==> config.mk <==
export PLATFORM = sky130hd
export DESIGN_NAME = tile_chunky_to_planar_unit
export DESIGN_NICKNAME = d
export VERILOG_FILES = /design/src/rtl/tcp_pkg.sv /design/src/rtl/tile_chunky_to_planar_unit.sv /design/src/rtl/tcp_front.sv /design/src/rtl/tcp_group_fifo.sv /design/src/rtl/tcp_back.sv
export SDC_FILE = /design/constraint.sdc
export NUM_CORES = 1
export LEC_CHECK = 0
export BUFFER_PORTS_ARGS = -buffer_cell sky130_fd_sc_hd__buf_4
export CELL_PAD_IN_SITES_DETAIL_PLACEMENT = 2
export CELL_PAD_IN_SITES_GLOBAL_PLACEMENT = 2
export CORE_UTILIZATION = 45
export DETAILED_ROUTE_END_ITERATION = 6
export MAX_ROUTING_LAYER = met4
export PLACE_DENSITY_LB_ADDON = 0.1
export SLEW_MARGIN = 10
export SYNTH_ARGS = -nofsm -noshare
export SYNTH_HDL_FRONTEND = slang
export SYNTH_SLANG_ARGS = --single-unit
==> constraint.sdc <==
create_clock -name clk -period 4.4 [get_ports clk]
set_input_delay 0.22 -clock clk [delete_from_list [all_inputs] [get_ports clk]]
set_output_delay 0.22 -clock clk [all_outputs]
set_load 0.1 [all_outputs]
==> src/rtl/tcp_pkg.sv <==
`default_nettype none
// ----------------------------------------------------------------------------
// tcp_pkg
// Shared types and constants of the tile chunky-to-planar unit.
// ----------------------------------------------------------------------------
package tcp_pkg;

    localparam int unsigned PLANES      = 4;
    localparam logic [1:0]  PLANE_LAST  = 2'd3;
    localparam logic [1:0]  SLOT_LAST   = 2'd3;

    typedef enum logic [1:0] {
        OPACITY_TRANSPARENT = 2'd0,
        OPACITY_OPAQUE      = 2'd1,
        OPACITY_PARTIAL     = 2'd2
    } opacity_t;

    // one completed group of eight pixels, all four planes
    typedef struct packed {
        logic [7:0]                tile;
        logic [4:0]                offset;
        logic [PLANES-1:0][7:0]    planes;
        logic                      done;
        opacity_t                  opacity;
    } group_t;

    typedef struct packed {
        logic full;
        logic empty;
    } fifo_status_t;

endpackage : tcp_pkg
`default_nettype wire

==> src/rtl/tile_chunky_to_planar_unit.sv <==
`default_nettype none
// Path: a completed group is written into the group queue and then loaded
//   into the back register, from which its plane bytes reach the result ports.
// Throughput: one packed byte per cycle unless full; four plane bytes leave
//   one per cycle from the back register on pop, fed by a two-entry group queue.
// Reset: byte position, plane accumulators, colour flags, queue and output
//   state are cleared asynchronously; no clearing pass.
// ----------------------------------------------------------------------------
// tile_chunky_to_planar_unit
// Converts 4bpp packed tile bytes to four bit-plane bytes per eight pixels
// and reports tile opacity with the final plane byte.
// ----------------------------------------------------------------------------
module tile_chunky_to_planar_unit #(
    parameter int unsigned TILE_WIDTH  = 16,
    parameter int unsigned TILE_HEIGHT = 16,
    parameter int unsigned NUM_TILES   = 256
) (
    input  wire logic        clk,
    input  wire logic        rst_n,
    input  wire logic        push,
    output logic             full,
    input  wire logic [7:0]  tile_number,
    input  wire logic [7:0]  packed_pair,
    output logic             empty,
    input  wire logic        pop,
    output logic [7:0]       out_tile,
    output logic [1:0]       plane_index,
    output logic [4:0]       plane_offset,
    output logic [7:0]       plane_bits,
    output logic [1:0]       tile_opacity,
    output logic             tile_done
);
    import tcp_pkg::*;

    group_t        front_grp, fifo_grp;
    fifo_status_t  fifo_st;
    logic          in_xfer, grp_push, grp_take;

    assign full    = fifo_st.full;
    assign in_xfer = push && !full;

    tcp_front #(
        .TILE_WIDTH  (TILE_WIDTH),
        .TILE_HEIGHT (TILE_HEIGHT),
        .NUM_TILES   (NUM_TILES)
    ) u_front (
        .clk         (clk),
        .rst_n       (rst_n),
        .accept      (in_xfer),
        .tile_number (tile_number),
        .packed_pair (packed_pair),
        .grp         (front_grp),
        .grp_push    (grp_push)
    );

    tcp_group_fifo u_fifo (
        .clk     (clk),
        .rst_n   (rst_n),
        .wr_en   (grp_push),
        .wr_data (front_grp),
        .rd_en   (grp_take),
        .rd_data (fifo_grp),
        .status  (fifo_st)
    );

    tcp_back u_back (
        .clk          (clk),
        .rst_n        (rst_n),
        .grp          (fifo_grp),
        .grp_avail    (!fifo_st.empty),
        .grp_take     (grp_take),
        .pop          (pop),
        .empty        (empty),
        .out_tile     (out_tile),
        .plane_index  (plane_index),
        .plane_offset (plane_offset),
        .plane_bits   (plane_bits),
        .tile_opacity (tile_opacity),
        .tile_done    (tile_done)
    );

    // back register refills before the queue backs up
    a_full_implies_output: assert property (@(posedge clk) disable iff (!rst_n)
        fifo_st.full |-> !empty)
        else $error("queue full while output empty");

    a_done_on_last_plane: assert property (@(posedge clk) disable iff (!rst_n)
        (!empty && tile_done) |-> (plane_index == PLANE_LAST))
        else $error("tile_done off plane 3");

    a_opacity_only_on_done: assert property (@(posedge clk) disable iff (!rst_n)
        (!empty && (tile_opacity != OPACITY_TRANSPARENT)) |-> tile_done)
        else $error("opacity reported without tile_done");

    a_plane_advances: assert property (@(posedge clk) disable iff (!rst_n)
        (pop && !empty && (plane_index != PLANE_LAST))
            |=> (!empty && (plane_index == $past(plane_index) + 2'd1)))
        else $error("plane sequence broken");

endmodule : tile_chunky_to_planar_unit
`default_nettype wire

==> src/rtl/tcp_front.sv <==
`default_nettype none
// ----------------------------------------------------------------------------
// tcp_front
// Takes packed pixel bytes, builds the four plane bytes of each group and
// tracks the tile's colour flags; issues one group record per group of a tile below NUM_TILES.
// ----------------------------------------------------------------------------
module tcp_front #(
    parameter int unsigned TILE_WIDTH  = 16,
    parameter int unsigned TILE_HEIGHT = 16,
    parameter int unsigned NUM_TILES   = 256
) (
    input  wire logic           clk,
    input  wire logic           rst_n,
    input  wire logic           accept,
    input  wire logic [7:0]     tile_number,
    input  wire logic [7:0]     packed_pair,
    output tcp_pkg::group_t     grp,
    output logic                grp_push
);
    import tcp_pkg::*;

    localparam int unsigned BYTES = (TILE_WIDTH * TILE_HEIGHT) / 2;
    localparam int unsigned POS_W = $clog2(BYTES);

    logic [POS_W-1:0]        pos_reg, pos_next;
    logic [PLANES-1:0][7:0]  acc_reg, acc_next, acc_sum;
    logic                    clear_reg, clear_next;
    logic                    colored_reg, colored_next;

    logic [POS_W+4:0]        pos_ext;
    logic [1:0]              slot;
    logic [3:0]              hi_px, lo_px;
    logic [2:0]              hi_bit, lo_bit;
    logic                    last, clear_sum, colored_sum, in_range;

    assign pos_ext  = {5'b0, pos_reg};
    assign slot     = pos_reg[1:0];
    assign hi_px    = packed_pair[7:4];
    assign lo_px    = packed_pair[3:0];
    assign hi_bit   = 3'd7 - {slot, 1'b0};
    assign lo_bit   = hi_bit - 3'd1;
    assign last     = (pos_reg == POS_W'(BYTES - 1));
    assign in_range = (NUM_TILES >= 256) || (tile_number < 8'(NUM_TILES));

    assign clear_sum   = clear_reg | (hi_px == 4'd0) | (lo_px == 4'd0);
    assign colored_sum = colored_reg | (hi_px != 4'd0) | (lo_px != 4'd0);

    always_comb
    begin
        acc_sum = acc_reg;
        for (int p = 0; p < PLANES; p++)
        begin
            acc_sum[p][hi_bit] = acc_reg[p][hi_bit] | hi_px[p];
            acc_sum[p][lo_bit] = acc_reg[p][lo_bit] | lo_px[p];
        end
    end

    always_comb
    begin
        pos_next     = pos_reg;
        acc_next     = acc_reg;
        clear_next   = clear_reg;
        colored_next = colored_reg;
        if (accept)
        begin
            acc_next     = (slot == SLOT_LAST) ? '0 : acc_sum;
            pos_next     = last ? '0 : pos_reg + POS_W'(1);
            clear_next   = last ? 1'b0 : clear_sum;
            colored_next = last ? 1'b0 : colored_sum;
        end
    end

    always_comb
    begin
        grp.tile    = tile_number;
        grp.offset  = pos_ext[6:2];
        grp.planes  = acc_sum;
        grp.done    = last;
        if (!colored_sum)
            grp.opacity = OPACITY_TRANSPARENT;
        else if (!clear_sum)
            grp.opacity = OPACITY_OPAQUE;
        else
            grp.opacity = OPACITY_PARTIAL;
    end

    assign grp_push = accept && (slot == SLOT_LAST) && in_range;

    always_ff @(posedge clk or negedge rst_n)
    begin
        if (!rst_n)
        begin
            pos_reg     <= '0;
            acc_reg     <= '0;
            clear_reg   <= 1'b0;
            colored_reg <= 1'b0;
        end
        else
        begin
            pos_reg     <= pos_next;
            acc_reg     <= acc_next;
            clear_reg   <= clear_next;
            colored_reg <= colored_next;
        end
    end

endmodule : tcp_front
`default_nettype wire

==> src/rtl/tcp_group_fifo.sv <==
`default_nettype none
// ----------------------------------------------------------------------------
// tcp_group_fifo
// Two-entry queue of group records between the front and the back.
// ----------------------------------------------------------------------------
module tcp_group_fifo (
    input  wire logic               clk,
    input  wire logic               rst_n,
    input  wire logic               wr_en,
    input  wire tcp_pkg::group_t    wr_data,
    input  wire logic               rd_en,
    output tcp_pkg::group_t         rd_data,
    output tcp_pkg::fifo_status_t   status
);
    import tcp_pkg::*;

    group_t      slot_reg [2];
    logic        wr_ptr_reg, rd_ptr_reg;
    logic [1:0]  cnt_reg, cnt_next;
    logic        do_wr, do_rd;

    assign status.full  = (cnt_reg == 2'd2);
    assign status.empty = (cnt_reg == 2'd0);
    assign do_wr        = wr_en && !status.full;
    assign do_rd        = rd_en && !status.empty;
    assign rd_data      = slot_reg[rd_ptr_reg];

    always_comb
    begin
        cnt_next = cnt_reg;
        case ({do_wr, do_rd})
            2'b10:   cnt_next = cnt_reg + 2'd1;
            2'b01:   cnt_next = cnt_reg - 2'd1;
            default: cnt_next = cnt_reg;
        endcase
    end

    always_ff @(posedge clk)
    begin
        if (do_wr)
            slot_reg[wr_ptr_reg] <= wr_data;
    end

    always_ff @(posedge clk or negedge rst_n)
    begin
        if (!rst_n)
        begin
            wr_ptr_reg <= 1'b0;
            rd_ptr_reg <= 1'b0;
            cnt_reg    <= 2'd0;
        end
        else
        begin
            if (do_wr)
                wr_ptr_reg <= ~wr_ptr_reg;
            if (do_rd)
                rd_ptr_reg <= ~rd_ptr_reg;
            cnt_reg <= cnt_next;
        end
    end

endmodule : tcp_group_fifo
`default_nettype wire

==> src/rtl/tcp_back.sv <==
`default_nettype none
// ----------------------------------------------------------------------------
// tcp_back
// Holds one group record and hands out its four plane bytes in order.
// ----------------------------------------------------------------------------
module tcp_back (
    input  wire logic           clk,
    input  wire logic           rst_n,
    input  wire tcp_pkg::group_t grp,
    input  wire logic           grp_avail,
    output logic                grp_take,
    input  wire logic           pop,
    output logic                empty,
    output logic [7:0]          out_tile,
    output logic [1:0]          plane_index,
    output logic [4:0]          plane_offset,
    output logic [7:0]          plane_bits,
    output logic [1:0]          tile_opacity,
    output logic                tile_done
);
    import tcp_pkg::*;

    group_t      hold_reg;
    logic        valid_reg, valid_next;
    logic [1:0]  plane_reg, plane_next;
    logic        xfer, load;

    assign xfer     = pop && valid_reg;
    // refill once the last plane leaves, or whenever empty
    assign load     = !valid_reg || (xfer && (plane_reg == PLANE_LAST));
    assign grp_take = load && grp_avail;

    always_comb
    begin
        valid_next = valid_reg;
        plane_next = plane_reg;
        if (load)
        begin
            valid_next = grp_avail;
            plane_next = 2'd0;
        end
        else if (xfer)
        begin
            plane_next = plane_reg + 2'd1;
        end
    end

    always_ff @(posedge clk)
    begin
        if (grp_take)
            hold_reg <= grp;
    end

    always_ff @(posedge clk or negedge rst_n)
    begin
        if (!rst_n)
        begin
            valid_reg <= 1'b0;
            plane_reg <= 2'd0;
        end
        else
        begin
            valid_reg <= valid_next;
            plane_reg <= plane_next;
        end
    end

    assign empty        = !valid_reg;
    assign out_tile     = hold_reg.tile;
    assign plane_index  = plane_reg;
    assign plane_offset = hold_reg.offset;
    assign plane_bits   = hold_reg.planes[plane_reg];
    assign tile_done    = hold_reg.done && (plane_reg == PLANE_LAST);
    assign tile_opacity = tile_done ? hold_reg.opacity : OPACITY_TRANSPARENT;

endmodule : tcp_back
`default_nettype wire
### Word-level counts from Yosys, hierarchy flattened

Memories as Yosys holds them, arrays and structs flattened. A register that Yosys moved wholly into a read port is not among the register bits.
Cells that the tools add are included.

* flip-flop bits (word level): 48
* RAM bits: 96
* bits of input ports: 20
* logic and storage cells: 107
* memories: 1

* add/sub/neg operators: 6
* $lt $le $gt $ge: 5
* equality and inequality tests: 6
* mux-type cells: 42
* bitwise logic cells: 14
* reductions and logical operators: 21

Memory list
* u_fifo.slot_reg: depth 2, bits a word 48, read ports 1, clocked after memory_dff 1, write ports 1, line tcp_group_fifo.sv:17 `group_t slot_reg [2];`

Operators by type and width (count)
* $bwmux W8: 8
* $mux W32: 1
* $bmux W1 S3: 8
* $bmux W8 S2: 1
* $mux W1: 14
* $or A1 B1 Y1: 12
* $logic_and A1 B1 Y1: 10
* $mux W2: 5
* $eq A2 B2 Y1 const B: 4
* $logic_not A4 Y1: 2
* $lt A3 B4 Y1 const B: 2
* $mux W8: 1
* $reduce_bool A4 Y1: 2
* $add A7 B1 Y7 const B: 1
* $eq A7 B7 Y1 const B: 1
* $mux W7: 1
* $demux W1 S3: 2
* $ge A3 B1 Y1 const B: 2
* $add A2 B1 Y2 const B: 2
* $pmux W2 S2: 1
* $reduce_bool A2 Y1: 2
* $logic_not A1 Y1: 3
* $lt A2 B3 Y1 const B: 1
* $sub A3 B1 Y3 const B: 1
* other kinds (6): 7

### Depth between registers and ports, before layout

* depth in word-level cells: 8
* gate-level depth with buffers: 8

### Modules after synthesis

From an unflattened synthesis, not the netlist that was laid out.

* cells, all modules: 503
* area, all modules: 8296.7 µm²

By module, submodules not included
* tcp_group_fifo: times used 1, cells each 167, area an instance 3703.6 µm², seq. area each 2982.9 µm²
* tcp_front: times used 1, cells each 246, area an instance 2666.3 µm², seq. area each 1026.0 µm²
* tcp_back: times used 1, cells each 88, area an instance 1909.3 µm², seq. area each 1516.5 µm²
* tile_chunky_to_planar_unit: times used 1, cells each 2, area an instance 17.5 µm², seq. area each 0.0 µm²

### Least setup slack after synthesis

OpenSTA, ideal clock, no wires.

* path kind: flip-flop to flip-flop
* start point: register u_back.plane_reg[1] (netlist: u_back.plane_index[1])
* end point: register u_fifo.cnt_reg[1]
* library setup time: 79 ps
* arrival: 4320 ps
* required time: 4321 ps
* path slack: 1 ps
* cell stages (with the launch flop): 7
* buffers on the path: 0
* clock period less this slack: 4399 ps
* path through: dfrtp_1 ha_1 a21boi_0 nor2_1 ha_1 nor2_1 xor2_1

* cells in the longest elaborated chain, start to end: 7
* elaborated cells between the ends (all ways): 9
* those cells by class: 3 x eq/ne; 1 x mux; 5 x reduce/logical

Ends and longest elaborated chain
* from (decl): line tcp_back.sv:25 `logic [1:0] plane_reg, plane_next;`
* from (signal assigned): line tcp_back.sv:64 `plane_reg <= plane_next;`
* $eq A2 B2 Y1 *: line tcp_back.sv:30 `assign load = !valid_reg || (xfer && (plane_reg == PLANE_LAST));`
* $logic_and A1 B1 Y1 *: line tcp_back.sv:30
* $logic_or A1 B1 Y1 *: line tcp_back.sv:30
* $logic_and A1 B1 Y1 *: line tcp_back.sv:31 `assign grp_take = load && grp_avail;`
* named net grp_take: line tile_chunky_to_planar_unit.sv:37 `logic in_xfer, grp_push, grp_take;`
* $logic_and A1 B1 Y1 *: line tcp_group_fifo.sv:25 `assign do_rd = rd_en && !status.empty;`
* $eq A2 B1 Y1 or $eq A2 B2 Y1 (tied branches): line tcp_group_fifo.sv:31 `case ({do_wr, do_rd})`
* $pmux W2 S2 or $reduce_bool A2 Y1 (tied branches)
* to (signal assigned): line tcp_group_fifo.sv:58 `cnt_reg <= cnt_next;`
* to (decl): line tcp_group_fifo.sv:19 `logic [1:0] cnt_reg, cnt_next;`

Mark *: on every way through the listed nets, which the timed path passes. The rest lies on a longest branch.
A chain may end at the register's enable or synchronous reset.

### Final worst setup path

* start point: register u_back.plane_reg[0] (netlist: u_back.plane_index[0])
* end point: register, netlist name u_back.plane_offset[4]

* cells in the longest elaborated chain, start to end: 4

Ends and longest elaborated chain (line)
* $eq A2 B2 Y1: tcp_back.sv:30
* $logic_and A1 B1 Y1: tcp_back.sv:30
* $logic_or A1 B1 Y1: tcp_back.sv:30
* $logic_and A1 B1 Y1: tcp_back.sv:31
* named net grp_take: tile_chunky_to_planar_unit.sv:37

The timed path passes the listed nets, and every way through them passes these cells.

==> run summary <==
hold wc startpoint - pop
clock root cell - clkbuf_16
Max-Cap Viols - 0
CTS resizes - 0
Mapped Area - 8040 sq um
via count - 4534
row count - 48
final net count - 564
initial antenna violation count - 0
ys flop type - edfxtp_1
setup violators final - 0
worst reg2reg path startpoint - u_back.plane_index[0]
GRT Util Overall - 26.4%
share of cells above drive strength 1 - 32.5%
total routed wirelength - 22200 um
Post-synth ARST share - 25.0%
Largest register FFs - 96
Design Power - 7.01 mW
highest net fanout along the worst path - 26
Port Buffers - 47
initial drt markers - 285
clock sink count - 192
final hold vios - 0
# H-tree levels - 4
outcome - finished clean
Worst VDD drop - 553 uV
Die Span X - 136 um
Mean Syn Cell Area - 16.4 sq um
CP peak stage delay - 0.83 ns
Antenna diodes - 0
f_max - 310 MHz
RSZ-0062 raised after global routing - false
TritonCTS Buffers - 17
Bufs on Longest Clock Path - 2
die area - 18400 sq um
Routed Antenna Nets - 0
sequential-to-total area share from yosys stat - 68.8%
Worst-Margin Slew - 1.05 ns
register bit total from synthesis - 192
leak pwr - 3.36 nW
DRT Pass-1 Iters - 4
Crit Path Category - reg -> reg
core footprint - 17400 sq um
Worst R2R Path Depth - 4
DIE HEIGHT - 136 um
Startpoint Class - flop
Syn Nets - 517
most frequent cells in the layout - 144 x edfxtp_1, 76 x mux2_2, 55 x buf_4
Synth area leaders - edfxtp_1 54%, dfrtp_1 15%, mux2_2 11%, mux4_2 2.5%, o31ai_1 2.2%
drc violations - 0
number of setup buffers added after CTS - 0
HPWL Detailed - 14400 um
Placer Congestion - 0.799
PD cells - 761 nW/um^2
RR Endpoint - u_back.plane_offset[4]
leading cell type in the layout, fill and taps excluded - edfxtp_1
Worst-path clk slew - 0.07 ns
headroom to the max-slew limit - 29.4%
CTS tree - yes
arrival time worst endpoint - 3.32 ns
Reg2Reg Setup Slack - 1.18 ns
total gr overflow - 0
Crit path required time - 4.49 ns
crit-path cells - ha_1 -> a21boi_0 -> nor2_4 -> buf_4
vias in the first global route - 5051
Initial Util - 46.3%
DP Cell Count - 735
Final Non-Filler Cells - 776
Vias/cell - 5.84
Final TNS setup - 0 ns
Setup crit end kind - flop
Yosys top cell area share - 53.8%
leading area contributor after synthesis - edfxtp_1
pre-CTS WS - 1.21 ns
CP max-delay cell - dfrtp_1
first-pass GRT wire length - 32500 um
Tightest Hold Check Type - in -> reg
Worst Skew - 0.0117 ns
clk_lat worst skew - 0.44 ns
Worst Setup EP - u_back.plane_offset[4]
fin. max-slew vios - 0
Post-Synthesis Cells - 491
WL per Instance - 28.5 um
yosys warns - 0
largest net degree at the start of global routing - 50
Period minus WS final - 3.22 ns
Period Utilization, post-route - 73.2%
P&R area growth vs syn - 14.7%
I/O pin total - 48
distinct cell type count after synthesis - 44
Final WS setup - 1.18 ns
Critical Path Source - u_back.plane_index[0]
EDFF count, synth - 144
-- critical path: cells and delay by family, from the launching register on --
| kind | cells | cell delay, ns |
|---|---|---|
| buf+inv | 1 | 0.51 |
| compound gates | 1 | 0.30 |
| simple gates | 1 | 0.71 |
| fa+ha+maj | 1 | 0.51 |
| flops | 1 | 0.83 |
-- per-layer routing --
| layer | up-vias | GRT usage [%] | part of all wire, % |
|---|---|---|---|
| met5 | - | - | 0 |
| met1 | 2409 | 33.3 | 45 |
| met4 | 0 | 8.55 | 1.9 |
| met2 | 112 | 43.6 | 51 |
| li1 | 1979 | - | - |
| met3 | 34 | 4.23 | 2.9 |
-- logic make-up (layout without fill, tap and decap cells) --
family / Yosys count / after routing / synth area share [%]
compound gates: 76 / 76 / 6.49
xor+xnor: 8 / 8 / 0.872
fa+ha+maj: 6 / 6 / 0.934
buf+inv: 43 / 103 / 2.85
flops: 192 / 192 / 68.8
mux: 104 / 104 / 15.8
simple gates: 62 / 62 / 4.30
-- cell type report --
| type | instances | area [sq um] |
|---|---|---|
| Tap cell | 225 | 282 |
| Clock buffer | 20 | 447 |
| Multi-Input combinational cell | 256 | 2300 |
| Sequential cell | 192 | 5530 |
| Timing Repair Buffer | 64 | 503 |
| Clock inverter | 12 | 135 |
| Fill cell | 1546 | 8140 |
| Inverter | 7 | 26.3 |
-- stage by stage --
step,util [%],cell area (sq um),hold slack [ns]
after global placement,49.2,8540,0.269
after global routing,53.1,9220,0.103
final,53.1,9220,0.107
after CTS,53.1,9220,0.0825
after floorplan,-,8040,-0.0756
after detailed placement,49.2,8540,0.286
-- repair_timing --
item | in CTS | in global routing
hold endpoints to repair | 64 | 0
hold buffers | 9 | 0
setup endpoints to repair | 0 | 0
-- power breakdown --
group          switching [mW]  internal [mW]
Clock                   0.694          0.857
Sequential              0.324           2.46
Combinational            1.79          0.878
Total                    2.81           4.20
-- worst min-delay path by stage --
stage / cells past startpoint / endpoint / slack (ns)
after floorplan: 0 / u_back.plane_index[0] / -0.08
after global placement: 1 / u_fifo.rd_ptr_reg / 0.27
after detailed placement: 1 / u_back.plane_index[0] / 0.29
after CTS: 3 / u_back.plane_index[1] / 0.08
after global routing: 3 / u_back.plane_index[1] / 0.10
final: 3 / u_back.plane_index[1] / 0.11
-- synthesized netlist by cell type, types with 2 or more instances --
| cell | count |
|---|---|
| a22o_1 | 7 |
| clkbuf_1 | 11 |
| dfrtp_1 | 48 |
| xnor2_1 | 5 |
| a22oi_1 | 8 |
| nor4_1 | 3 |
| ha_1 | 6 |
| mux2i_1 | 15 |
| a32o_1 | 2 |
| o2111ai_1 | 3 |
| buf_2 | 6 |
| nand2b_1 | 3 |
| buf_4 | 14 |
| buf_1 | 4 |
| xor2_1 | 3 |
| nor2b_1 | 8 |
| and3_1 | 4 |
| inv_1 | 5 |
| edfxtp_1 | 144 |
| o21ai_0 | 25 |
| mux2_4 | 4 |
| nand4b_1 | 3 |
| nand3_1 | 3 |
| mux4_2 | 9 |
| o31ai_1 | 24 |
| and2_1 | 11 |
| mux2_2 | 76 |
| nor2_1 | 19 |
| nor3_1 | 2 |
| nand4_1 | 2 |
(Power assumes the default switching activity.)
